$ cat src/rtl/svae_pkg.sv
// ----------------------------------------------------------------------------
// svae_pkg
// Shared types, constants and the control store of the setpoint
// velocity/acceleration estimator.
// ----------------------------------------------------------------------------
package svae_pkg;

	localparam int unsigned FRAC_BITS   = 16;
	localparam int unsigned ANGLE_W     = 32;
	localparam int unsigned RATE_W      = 16;
	localparam int unsigned LIMIT_W     = 31;
	localparam int unsigned CFG_IDX_W   = 2;
	localparam int unsigned CFG_DATA_W  = 32;

	// multiplier operands: 33 bit signed difference times 18 bit signed coefficient
	localparam int unsigned MUL_A_W     = ANGLE_W + 1;
	localparam int unsigned MUL_B_W     = RATE_W + 2;
	localparam int unsigned PROD_W      = MUL_A_W + MUL_B_W;

	// low-pass coefficients, Q0.16
	localparam int unsigned ALPHA_SHIFT = 16;
	localparam logic [MUL_B_W-1:0] ALPHA_Q = MUL_B_W'(45875);
	localparam logic [MUL_B_W-1:0] BETA_Q  = MUL_B_W'(65536 - 45875);

	// register indexes on the configuration channel
	localparam logic [CFG_IDX_W-1:0] REG_RATE_HZ   = CFG_IDX_W'(0);
	localparam logic [CFG_IDX_W-1:0] REG_MAX_VEL   = CFG_IDX_W'(1);
	localparam logic [CFG_IDX_W-1:0] REG_MAX_ACCEL = CFG_IDX_W'(2);

	// reset values of the configuration registers
	localparam logic [RATE_W-1:0] RATE_RST = RATE_W'(1000);
	localparam int unsigned VEL_RST_DEG    = 360;
	localparam int unsigned ACC_RST_DEG    = 1800;
	localparam logic [63:0] LIMIT_MAX      = 64'h7FFF_FFFF;
	localparam logic [63:0] VEL_RST_WIDE   = 64'(VEL_RST_DEG) << FRAC_BITS;
	localparam logic [63:0] ACC_RST_WIDE   = 64'(ACC_RST_DEG) << FRAC_BITS;
	localparam logic [LIMIT_W-1:0] VEL_RST =
		(VEL_RST_WIDE > LIMIT_MAX) ? LIMIT_MAX[LIMIT_W-1:0] : VEL_RST_WIDE[LIMIT_W-1:0];
	localparam logic [LIMIT_W-1:0] ACC_RST =
		(ACC_RST_WIDE > LIMIT_MAX) ? LIMIT_MAX[LIMIT_W-1:0] : ACC_RST_WIDE[LIMIT_W-1:0];

	// microcode
	localparam int unsigned STEPS  = 8;
	localparam int unsigned STEP_W = $clog2(STEPS);
	localparam logic [STEP_W-1:0] START_STEP = '0;

	typedef enum logic [1:0] {
		SEQ_NEXT,
		SEQ_WAIT_IN,
		SEQ_WAIT_OUT
	} seq_t;

	typedef enum logic [1:0] {
		MA_DIFF_TGT,
		MA_CLAMPED,
		MA_LAST_VEL,
		MA_DIFF_VEL
	} mula_t;

	typedef enum logic [1:0] {
		MB_RATE,
		MB_ALPHA,
		MB_BETA
	} mulb_t;

	typedef enum logic [2:0] {
		ALU_NOP,
		ALU_CLAMP_VEL,
		ALU_LOAD_SUM,
		ALU_FILTER,
		ALU_CLAMP_ACC
	} alu_t;

	typedef struct packed {
		seq_t  seq;
		logic  mul_en;
		mula_t mula;
		mulb_t mulb;
		alu_t  alu;
	} ctrl_t;

	localparam ctrl_t UCODE [STEPS] = '{
		'{seq: SEQ_WAIT_IN,  mul_en: 1'b0, mula: MA_DIFF_TGT, mulb: MB_RATE,  alu: ALU_NOP},
		'{seq: SEQ_NEXT,     mul_en: 1'b1, mula: MA_DIFF_TGT, mulb: MB_RATE,  alu: ALU_NOP},
		'{seq: SEQ_NEXT,     mul_en: 1'b0, mula: MA_DIFF_TGT, mulb: MB_RATE,  alu: ALU_CLAMP_VEL},
		'{seq: SEQ_NEXT,     mul_en: 1'b1, mula: MA_CLAMPED,  mulb: MB_ALPHA, alu: ALU_NOP},
		'{seq: SEQ_NEXT,     mul_en: 1'b1, mula: MA_LAST_VEL, mulb: MB_BETA,  alu: ALU_LOAD_SUM},
		'{seq: SEQ_NEXT,     mul_en: 1'b0, mula: MA_DIFF_TGT, mulb: MB_RATE,  alu: ALU_FILTER},
		'{seq: SEQ_NEXT,     mul_en: 1'b1, mula: MA_DIFF_VEL, mulb: MB_RATE,  alu: ALU_NOP},
		'{seq: SEQ_WAIT_OUT, mul_en: 1'b0, mula: MA_DIFF_TGT, mulb: MB_RATE,  alu: ALU_CLAMP_ACC}
	};

	// symmetric clamp of a wide product to +/- mag
	function automatic logic signed [ANGLE_W-1:0] clamp_mag(
		input logic signed [PROD_W-1:0] x,
		input logic [LIMIT_W-1:0] mag
	);
		logic signed [PROD_W-1:0] hi;
		logic signed [PROD_W-1:0] lo;
		hi = $signed({{(PROD_W-LIMIT_W){1'b0}}, mag});
		lo = -hi;
		if (x > hi)
			return hi[ANGLE_W-1:0];
		else if (x < lo)
			return lo[ANGLE_W-1:0];
		else
			return x[ANGLE_W-1:0];
	endfunction

endpackage

$ cat src/rtl/svae_if.sv
// ----------------------------------------------------------------------------
// svae channel interfaces
// Valid/ready channels for setpoint words, result words and register writes.
// ----------------------------------------------------------------------------
interface svae_in_if;
	logic                                 valid;
	logic                                 ready;
	logic signed [svae_pkg::ANGLE_W-1:0]  target_angle;

	modport source (output valid, output target_angle, input ready);
	modport sink   (input valid, input target_angle, output ready);
endinterface

interface svae_out_if;
	logic                                 valid;
	logic                                 ready;
	logic signed [svae_pkg::ANGLE_W-1:0]  velocity;
	logic signed [svae_pkg::ANGLE_W-1:0]  acceleration;

	modport source (output valid, output velocity, output acceleration, input ready);
	modport sink   (input valid, input velocity, input acceleration, output ready);
endinterface

interface svae_cfg_if;
	logic                                 valid;
	logic                                 ready;
	logic [svae_pkg::CFG_IDX_W-1:0]       index;
	logic [svae_pkg::CFG_DATA_W-1:0]      data;

	modport source (output valid, output index, output data, input ready);
	modport sink   (input valid, input index, input data, output ready);
endinterface

$ cat src/rtl/setpoint_velocity_accel_estimator.sv
// ----------------------------------------------------------------------------
// setpoint_velocity_accel_estimator
// Finite-difference velocity and acceleration of a joint setpoint, with
// velocity clamp, first-order low-pass and acceleration clamp.
// ----------------------------------------------------------------------------
// Each setpoint word is taken in the first microcode step and then runs
// through seven microcode steps on a single shared 33x18 signed multiplier
// (rate, alpha and 1-alpha products); a new word is taken only after the
// previous word has finished its last step. The last step waits when the
// previous result word is still held in the output register. Register
// writes are taken at any time but are meant to happen while the block is idle.
module setpoint_velocity_accel_estimator (
	input  logic             clk,
	input  logic             arst_n,
	svae_in_if.sink          setpoint,
	svae_out_if.source       result,
	svae_cfg_if.sink         cfg
);

	// configuration
	logic [svae_pkg::RATE_W-1:0]   rate_q;
	logic [svae_pkg::LIMIT_W-1:0]  max_vel_q;
	logic [svae_pkg::LIMIT_W-1:0]  max_acc_q;

	// state kept across words
	logic signed [svae_pkg::ANGLE_W-1:0] last_tgt_q;
	logic signed [svae_pkg::ANGLE_W-1:0] last_vel_q;

	// datapath
	logic [svae_pkg::STEP_W-1:0]         step_q;
	logic signed [svae_pkg::ANGLE_W-1:0] tgt_q;
	logic signed [svae_pkg::ANGLE_W-1:0] x_q;
	logic signed [svae_pkg::ANGLE_W-1:0] vel_q;
	logic signed [svae_pkg::PROD_W-1:0]  prod_q;
	logic signed [svae_pkg::PROD_W-1:0]  sum_q;

	// output register
	logic                                out_valid_q;
	logic signed [svae_pkg::ANGLE_W-1:0] out_vel_q;
	logic signed [svae_pkg::ANGLE_W-1:0] out_acc_q;

	svae_pkg::ctrl_t                     ctrl;
	logic                                out_free;
	logic                                out_load;
	logic                                adv;
	logic signed [svae_pkg::MUL_A_W-1:0] mul_a;
	logic signed [svae_pkg::MUL_B_W-1:0] mul_b;
	logic signed [svae_pkg::PROD_W-1:0]  mul_p;
	logic signed [svae_pkg::PROD_W:0]    filt_sum;
	logic signed [svae_pkg::ANGLE_W-1:0] acc_clamped;

	assign ctrl     = svae_pkg::UCODE[step_q];
	assign out_free = !out_valid_q || result.ready;

	always_comb begin
		unique case (ctrl.seq)
			svae_pkg::SEQ_WAIT_IN:  adv = setpoint.valid;
			svae_pkg::SEQ_WAIT_OUT: adv = out_free;
			default:                adv = 1'b1;
		endcase
	end

	assign out_load       = adv && (ctrl.seq == svae_pkg::SEQ_WAIT_OUT);
	assign setpoint.ready = (ctrl.seq == svae_pkg::SEQ_WAIT_IN);
	assign cfg.ready      = 1'b1;

	// multiplier operand select
	always_comb begin
		unique case (ctrl.mula)
			svae_pkg::MA_DIFF_TGT: mul_a = {tgt_q[svae_pkg::ANGLE_W-1], tgt_q}
				- {last_tgt_q[svae_pkg::ANGLE_W-1], last_tgt_q};
			svae_pkg::MA_CLAMPED:  mul_a = {x_q[svae_pkg::ANGLE_W-1], x_q};
			svae_pkg::MA_LAST_VEL: mul_a = {last_vel_q[svae_pkg::ANGLE_W-1], last_vel_q};
			svae_pkg::MA_DIFF_VEL: mul_a = {vel_q[svae_pkg::ANGLE_W-1], vel_q}
				- {last_vel_q[svae_pkg::ANGLE_W-1], last_vel_q};
			default:               mul_a = '0;
		endcase
		unique case (ctrl.mulb)
			svae_pkg::MB_RATE:  mul_b = {2'b00, rate_q};
			svae_pkg::MB_ALPHA: mul_b = svae_pkg::ALPHA_Q;
			svae_pkg::MB_BETA:  mul_b = svae_pkg::BETA_Q;
			default:            mul_b = '0;
		endcase
	end

	assign mul_p       = mul_a * mul_b;
	assign filt_sum    = {sum_q[svae_pkg::PROD_W-1], sum_q}
		+ {prod_q[svae_pkg::PROD_W-1], prod_q};
	assign acc_clamped = svae_pkg::clamp_mag(prod_q, max_acc_q);

	// register writes
	always_ff @(posedge clk or negedge arst_n) begin
		if (!arst_n) begin
			rate_q    <= svae_pkg::RATE_RST;
			max_vel_q <= svae_pkg::VEL_RST;
			max_acc_q <= svae_pkg::ACC_RST;
		end else if (cfg.valid && cfg.ready) begin
			unique case (cfg.index)
				svae_pkg::REG_RATE_HZ:   rate_q    <= cfg.data[svae_pkg::RATE_W-1:0];
				svae_pkg::REG_MAX_VEL:   max_vel_q <= cfg.data[svae_pkg::LIMIT_W-1:0];
				svae_pkg::REG_MAX_ACCEL: max_acc_q <= cfg.data[svae_pkg::LIMIT_W-1:0];
				default: ;
			endcase
		end
	end

	// sequencer and control state
	always_ff @(posedge clk or negedge arst_n) begin
		if (!arst_n) begin
			step_q      <= svae_pkg::START_STEP;
			last_tgt_q  <= '0;
			last_vel_q  <= '0;
			out_valid_q <= 1'b0;
		end else begin
			// a new word may replace the one leaving in the same cycle
			if (out_load)
				out_valid_q <= 1'b1;
			else if (result.valid && result.ready)
				out_valid_q <= 1'b0;
			if (adv) begin
				if (ctrl.seq == svae_pkg::SEQ_WAIT_OUT) begin
					step_q     <= svae_pkg::START_STEP;
					last_tgt_q <= tgt_q;
					last_vel_q <= vel_q;
				end else begin
					step_q <= step_q + 1'b1;
				end
			end
		end
	end

	// datapath payload
	always_ff @(posedge clk) begin
		if (adv) begin
			if (ctrl.seq == svae_pkg::SEQ_WAIT_IN)
				tgt_q <= setpoint.target_angle;
			if (ctrl.mul_en)
				prod_q <= mul_p;
			unique case (ctrl.alu)
				svae_pkg::ALU_CLAMP_VEL: x_q <= svae_pkg::clamp_mag(prod_q, max_vel_q);
				svae_pkg::ALU_LOAD_SUM:  sum_q <= prod_q;
				// arithmetic shift of alpha*raw + (1-alpha)*last
				svae_pkg::ALU_FILTER:
					vel_q <= filt_sum[svae_pkg::ALPHA_SHIFT +: svae_pkg::ANGLE_W];
				svae_pkg::ALU_CLAMP_ACC: begin
					out_vel_q <= vel_q;
					out_acc_q <= acc_clamped;
				end
				default: ;
			endcase
		end
	end

	assign result.valid        = out_valid_q;
	assign result.velocity     = out_vel_q;
	assign result.acceleration = out_acc_q;

endmodule

$ cat src/flat_wrapper.sv
// flat-port wrapper written by rule: the top's interface ports become plain ports
module setpoint_velocity_accel_estimator_flat 
  (clk, arst_n, setpoint_valid, setpoint_target_angle, setpoint_ready, result_valid, result_velocity, result_acceleration, result_ready, cfg_valid, cfg_index, cfg_data, cfg_ready);
  svae_in_if setpoint_i ();
  svae_out_if result_i ();
  svae_cfg_if cfg_i ();
  input  logic clk;
  input  logic arst_n;
  input wire logic [$bits(setpoint_i.valid)-1:0] setpoint_valid;
  input wire logic [$bits(setpoint_i.target_angle)-1:0] setpoint_target_angle;
  output wire logic [$bits(setpoint_i.ready)-1:0] setpoint_ready;
  output wire logic [$bits(result_i.valid)-1:0] result_valid;
  output wire logic [$bits(result_i.velocity)-1:0] result_velocity;
  output wire logic [$bits(result_i.acceleration)-1:0] result_acceleration;
  input wire logic [$bits(result_i.ready)-1:0] result_ready;
  input wire logic [$bits(cfg_i.valid)-1:0] cfg_valid;
  input wire logic [$bits(cfg_i.index)-1:0] cfg_index;
  input wire logic [$bits(cfg_i.data)-1:0] cfg_data;
  output wire logic [$bits(cfg_i.ready)-1:0] cfg_ready;
  assign setpoint_i.valid = setpoint_valid;
  assign setpoint_i.target_angle = setpoint_target_angle;
  assign setpoint_ready = setpoint_i.ready;
  assign result_valid = result_i.valid;
  assign result_velocity = result_i.velocity;
  assign result_acceleration = result_i.acceleration;
  assign result_i.ready = result_ready;
  assign cfg_i.valid = cfg_valid;
  assign cfg_i.index = cfg_index;
  assign cfg_i.data = cfg_data;
  assign cfg_ready = cfg_i.ready;
  setpoint_velocity_accel_estimator u_core (.clk(clk), .arst_n(arst_n), .setpoint(setpoint_i), .result(result_i), .cfg(cfg_i));
endmodule
$ cat config.mk
export PLATFORM = sky130hd
export DESIGN_NAME = setpoint_velocity_accel_estimator_flat
export DESIGN_NICKNAME = d
export VERILOG_FILES = /design/src/rtl/svae_pkg.sv /design/src/rtl/svae_if.sv /design/src/rtl/setpoint_velocity_accel_estimator.sv /design/src/flat_wrapper.sv
export SDC_FILE = /design/constraint.sdc
export NUM_CORES = 2
export LEC_CHECK = 0
export BUFFER_PORTS_ARGS = -buffer_cell sky130_fd_sc_hd__buf_2
export CAP_MARGIN = 15
export CORE_ASPECT_RATIO = 0.8
export CORE_MARGIN = 2
export CORE_UTILIZATION = 35
export CTS_BUF_LIST = sky130_fd_sc_hd__clkbuf_16
export CTS_CLUSTER_DIAMETER = 50
export CTS_CLUSTER_SIZE = 30
export DETAILED_ROUTE_END_ITERATION = 7
export GPL_TIMING_DRIVEN = 0
export SYNTH_ARGS = -nofsm -noshare
export SYNTH_HDL_FRONTEND = slang
export SYNTH_SLANG_ARGS = --single-unit
$ cat constraint.sdc
create_clock -name clk -period 12 [get_ports clk]
set_input_delay 1.8 -clock clk [delete_from_list [all_inputs] [get_ports clk]]
set_output_delay 1.8 -clock clk [all_outputs]
set_load 0.03 [all_outputs]
### Yosys cells after proc, flatten, opt, wreduce, memory -nomap -nowiden

Memories as Yosys holds them, arrays and structs flattened.
Index checks and enable logic that the tools add are counted.

| storage, ports and cells | value |
|---|---|
| flip-flop bits (word level) | 404 |
| bits in latches | 0 |
| bits in writable memories | 0 |
| ROM bits | 80 |
| input port bits | 71 |
| output and inout port bits | 67 |
| logic and storage cells | 73 |
| memories | 1 |

| operators by class | value |
|---|---|
| add/subtract/negate cells | 6 |
| multiply operators | 1 |
| divide/modulo/power cells | 0 |
| $lt $le $gt $ge | 5 |
| equality and inequality tests | 13 |
| shift operators | 0 |
| mux-type cells | 12 |
| bitwise logic cells | 1 |
| reduce and logical (&&, ||, !) cells | 18 |

Memory list:

| memory | depth | bits a word | rd ports | clocked after memory_dff | wr ports | RTL line | RTL |
|---|---|---|---|---|---|---|---|
| (no name shown) | 8 | 10 | 1 | 0 | 0 | setpoint_velocity_accel_estimator.sv:52 | `assign ctrl = svae_pkg::UCODE[step_q];` |

Operators with widths:

| cell | count |
|---|---|
| case mux 33 bit (4 select lines) | 1 |
| less-than comparator 50 x 51 -> 1 bit | 2 |
| negator 31 -> 51 bit | 2 |
| greater-than comparator 50 x 32 -> 1 bit | 2 |
| subtractor 32 x 32 -> 33 bit | 2 |
| 2-to-1 mux 32 bit | 2 |
| 2-to-1 mux 31 bit | 2 |
| multiplier 33 x 17 -> 50 bit | 1 |
| adder 48 bit | 1 |
| case mux 16 bit (3 select lines) | 1 |
| 2-to-1 mux 10 bit | 2 |
| AND reduction 2 bit | 10 |
| equality test 2 bit (second input constant) | 5 |
| equality test 2 x 1 -> 1 bit (second input constant) | 4 |
| equality test 3 x 2 -> 1 bit (second input constant) | 2 |
| zero test 2 bit | 3 |
| greater-or-equal comparator 4 bit (second input constant) | 1 |
| inverter 3 -> 4 bit | 1 |
| adder 3 x 1 -> 3 bit (second input constant) | 1 |
| equality test 3 x 1 -> 1 bit (second input constant) | 1 |
| equality test 3 bit (second input constant) | 1 |
| 2-to-1 mux 3 bit | 1 |
| logical AND 1 bit | 2 |
| 2-to-1 mux 1 bit | 2 |
| 4 further kinds | 4 |

### Longest topological paths before layout

| depth | value |
|---|---|
| depth in word-level cells | 8 |
| mapped depth | 38 |
| gate-level depth less buffers | 37 |

### Least setup slack after synthesis

OpenSTA, ideal clock, no wires.

| timing path | value |
|---|---|
| kind | register -> register |
| from | register u_core.tgt_q[0] (netlist name) |
| to | register u_core.prod_q[48] (netlist name) (data pin) |
| library setup time | 0.264 ns |
| arrival time | 8.494 ns |
| data required time | 11.736 ns |
| path slack | 3.242 ns |
| stages on the path, launching flop included | 33 |
| buffers on the path | 2 |
| period minus slack after synthesis | 8.758 ns |
| cells stage by stage | edfxtp_1 -> inv_1 -> ha_1 -> inv_1 -> fa_1 -> a211oi_1 -> o21ai_0 -> a21oi_1 -> a311o_1 -> a31oi_1 -> a221o_1 -> a211oi_1 -> and2_1 -> clkbuf_1 -> nand2_1 -> fa_1 -> fa_1 -> inv_1 -> fa_1 -> fa_1 -> fa_1 -> inv_1 -> fa_1 -> inv_1 -> ha_1 -> clkbuf_1 -> a21o_1 -> a211o_1 -> or3_1 -> a211oi_1 -> nor2_1 -> a221oi_1 -> xnor2_1 |

| on the way | value |
|---|---|
| word-level cells in the longest chain between the ends | 3 |

RTL lines:

| element | RTL line | RTL |
|---|---|---|
| start, declared | setpoint_velocity_accel_estimator.sv:31 | `logic signed [svae_pkg::ANGLE_W-1:0] tgt_q;` |
| start signal, assigned | setpoint_velocity_accel_estimator.sv:136 | `tgt_q <= setpoint.target_angle;` |
| subtractor 32 x 32 -> 33 bit | setpoint_velocity_accel_estimator.sv:71 | `- {last_tgt_q[svae_pkg::ANGLE_W-1], last_tgt_q};` |
| case mux 33 bit (4 select lines) | setpoint_velocity_accel_estimator.sv:69 | `unique case (ctrl.mula)` |
| multiplier 33 x 17 -> 50 bit | setpoint_velocity_accel_estimator.sv:86 | `assign mul_p = mul_a * mul_b;` |
| named net u_core.mul_p, one bit | setpoint_velocity_accel_estimator.sv:48 | `logic signed [svae_pkg::PROD_W-1:0] mul_p;` |
| end signal, assigned | setpoint_velocity_accel_estimator.sv:138 | `prod_q <= mul_p;` |
| end, declared | setpoint_velocity_accel_estimator.sv:34 | `logic signed [svae_pkg::PROD_W-1:0] prod_q;` |

The timed path passes the listed nets, and every way through them passes these cells.
A chain may end at the register's enable or synchronous reset.

### Worst setup path after layout

| timing path | value |
|---|---|
| from | register u_core.step_q[1] (netlist name) |
| to | register u_core.prod_q[46] (netlist name) (data pin) |

| on the way | value |
|---|---|
| word-level cells in the longest chain between the ends | 7 |
| elaborated cells between the ends (all ways) | 14 |
| classes of those cells | mul (1); eq/ne (5); mux (4); bitwise (1); reduce/logical (2); memory (1) |

RTL lines:

| element | RTL line | RTL |
|---|---|---|
| start, declared | setpoint_velocity_accel_estimator.sv:30 | `logic [svae_pkg::STEP_W-1:0] step_q;` |
| start signal, assigned | setpoint_velocity_accel_estimator.sv:110 | `step_q <= svae_pkg::START_STEP;` |
| start signal, assigned | setpoint_velocity_accel_estimator.sv:122 | `step_q <= svae_pkg::START_STEP;` |
| start signal, assigned | setpoint_velocity_accel_estimator.sv:126 | `step_q <= step_q + 1'b1;` |
| inverter 3 -> 4 bit (implied by the code) (*) | setpoint_velocity_accel_estimator.sv:52 |  |
| memory (8 x 10 bit) (*) | - |  |
| 2-to-1 mux 10 bit (implied by the code) (*) (2 in a row) | setpoint_velocity_accel_estimator.sv:52 |  |
| equality test 2 bit (tied with other cells) | setpoint_velocity_accel_estimator.sv:69 |  |
| case mux 33 bit (4 select lines) / case mux 16 bit (3 select lines) (equally long branches) | setpoint_velocity_accel_estimator.sv:69, setpoint_velocity_accel_estimator.sv:78 |  |
| multiplier 33 x 17 -> 50 bit (*) | setpoint_velocity_accel_estimator.sv:86 |  |
| named net u_core.mul_p, one bit | setpoint_velocity_accel_estimator.sv:48 |  |

The timed path passes the listed nets; every way through them passes the cells marked *. The select of a mux whose other input is x is not followed.

==> results.cfg <==
[run_status]
outcome = complete, no violations

[synthesis]
yosys_most_used_dff = edfxtp_1
postSynthCellCount = 4605
synth_top_area_cell = fa_1
synthesis.nets = 5581
avgSynthCellArea_sq_um = 9.71
synth_compound_area_share_pct = 11.0
synth_top_family_by_area = adder cells
async_flop_share_pct = 36.1
synth.top_cell.area_share_pct = 22.6
ys_seq_elements = 404
yosysUniqueCellTypes = 84
synth_mux_area_share_pct = 4.81
synthSimpleGateAreaFrac_pct = 13.3
yosysWarningCount = 0
yosys-top-cells-area = fa_1, edfxtp_1, ha_1
ys_seq_area_share_pct = 25.5
synthAdderAreaFrac_pct = 33.8
synth_xor_area_share_pct = 3.43
synth-edff-count = 258
synth.cell_area_sq_um = 44700

[global_routing]
grt_first_pass_wirelength_um = 221000
antenna_found_initial = 12
grt_max_degree = 79
overflow = 0
grt_pass1_vias = 33800
track_usage_pct = 22.8

[sta]
skew_ns = 0.0251
post-route-period-util_pct = 97.1
max_freq_mhz = 85.8
min_period_ns = 11.66
rsz0062_at_grt = false
slew_headroom_pct = 19.6
tightest_slew_ns = 1.20
slew_viol_final = 0
setup_viol = 0
final_hold_viol_count = 0

[floorplan]
io_pins = 138
die_area_sq_um = 131000
fp.dieW_um = 404
coreArea_sq_um = 127000
num_rows = 117
start_util_pct = 35.2
die_h_um = 324

[cells_and_area]
final_util_pct = 38.6
syn_to_final_growth_pct = 9.64
fin_cells = 6495
post-route-cell-area_sq_um = 49000
nets = 5779
drive_above_1_share_pct = 9.78

[clock_network]
clockBufferDepth = 3
cts_sinks = 404
clk_latency_ns = 0.66
cts-root-buf = clkbuf_16
holdBufCountCts = 0
clkSlewWorstSetupHoldPaths_ns = 0.10
cts_buffers = 31
cts_tree = built
h-tree-depth = 1

[critical_path]
timing_worst_setup_path_type = reg -> reg
cp_max_fo = 10
start_kind = register
end_kind = register
path_common_cell = fa_1
worstPathRequired_ns = 12.40
slowest_stage = a211oi_1
r2r_slack_ns = 0.34
max_stage_delay_ns = 0.65
cp.arrival_ns = 12.06

[worst_hold_path]
hp-class = reg -> reg

[placed_design]
portBuffers = 135
dp_hpwl_um = 124000
postPlaceCellArea_sq_um = 47800
gp_congestion = 0.985
dp_cells = 6431

[routing]
route.met3.wl_um = 18900
highest_layer = met5
wl_met2_um = 59200
met1Wirelength_um = 68200
avgRoutedWirePerCell_um = 23.1
vias_per_cell = 5.40
final_antenna_net_count = 0
dr.pass1.iters = 7
vias = 35000
dr.first_iter.drc_count = 3614
wl_um = 150000
drc = 0

[job]
maxCapViolCount = 0
[metal layers]
layer,vias up,GRT usage (%)
met5,-,0.219
met4,4,4.54
met3,166,8.53
met2,1572,31.5
met1,17600,33.6
li1,15700,-
[cells by family after synthesis]
logic type	Yosys count
simple gates	1241
compound gates	751
fa+ha+maj	905
flops	404
xor+xnor	175
mux	178
other cells	1
buf+inv	950
[placed cells by master (no fill, tap or decap), drive strengths merged, types with 155 or more instances in the layout]
cell type	count
a21oi	192
inv	790
ha	400
buf	201
fa	505
o21ai	155
edfxtp	258
nand2	476
nor2	242
clkbuf	170
[final timing paths]
kind | startpoint | to | cells past startpoint
hold reg to reg | u_core.last_tgt_q[0] | u_core.last_tgt_q[0] | 2
setup reg to reg | u_core.step_q[1] | u_core.prod_q[46] | 30
min in group asynchronous | arst_n | u_core.last_tgt_q[2] | 1
setup / recovery | u_core.step_q[1] | u_core.prod_q[46] | 30
max in group asynchronous | arst_n | u_core.max_vel_q[24] | 2
hold / removal | u_core.last_tgt_q[0] | u_core.last_tgt_q[0] | 2
[stage by stage]
stage / TNS (ns) / worst slack (ns) / hold WS [ns]
after floorplan: 0 / 3.24 / 0.426
after global placement: -2.41 / -0.526 / 0.470
after detailed placement: 0 / 0.0715 / 0.480
after CTS: 0 / 0.0261 / 0.501
after global routing: 0 / 0.0626 / 0.523
final: 0 / 0.343 / 0.495
[flip-flops by register name, indices dropped and copies added (netlist names)]
| register | cells |
|---|---|
| u_core.sum_q | 48 |
| u_core.vel_q | 32 |
| u_core.prod_q | 50 |
| u_core.result.acceleration | 32 |
| u_core.result.velocity | 32 |
| u_core.result.valid | 1 |
| u_core.rate_q | 16 |
| u_core.last_vel_q | 32 |
| u_core.max_acc_q | 31 |
| u_core.tgt_q | 32 |
| u_core.last_tgt_q | 32 |
| u_core.max_vel_q | 31 |
| u_core.x_q | 32 |
| u_core.step_q | 3 |
[final cells by class]
class / count / area [sq um]
antenna: 1 / 2.50
buffer: 175 / 694
clock buffer: 31 / 776
clock inverter: 27 / 368
fill: 12600 / 77900
inverter: 775 / 2910
multi-input combinational: 3251 / 29700
sequential: 404 / 11400
tap: 1666 / 2080
timing repair buffer: 165 / 1000
[critical path, delay by kind of cell (launching register included)]
family / cells / cell delay (ns)
adder cells (fa/ha/maj): 8 / 3.83
AO/OA/AOI/OAI: 8 / 3.16
buffers and inverters: 8 / 2.78
AND/OR/NAND/NOR: 5 / 1.06
flip-flops: 1 / 0.46
XOR/XNOR: 1 / 0.10
[Yosys cell counts, types with 49 or more instances]
| master | count |
|---|---|
| nor2_1 | 242 |
| clkbuf_1 | 138 |
| and2_1 | 131 |
| mux2_2 | 153 |
| a21oi_1 | 192 |
| fa_1 | 505 |
| dfrtp_1 | 132 |
| nor3_1 | 56 |
| nand4_1 | 49 |
| nand3_1 | 55 |
| ha_1 | 400 |
| inv_1 | 775 |
| edfxtp_1 | 258 |
| xnor2_1 | 133 |
| o21ai_0 | 148 |
| a21o_1 | 124 |
| nand2_1 | 476 |
[timing repair]
action,CTS,global route
setup buffers,0,0
setup endpoints to repair,0,12
gates resized for setup,0,3
Power is not shown: default switching activity piles up to over one toggle a cycle in this logic, so the estimate is an artifact.
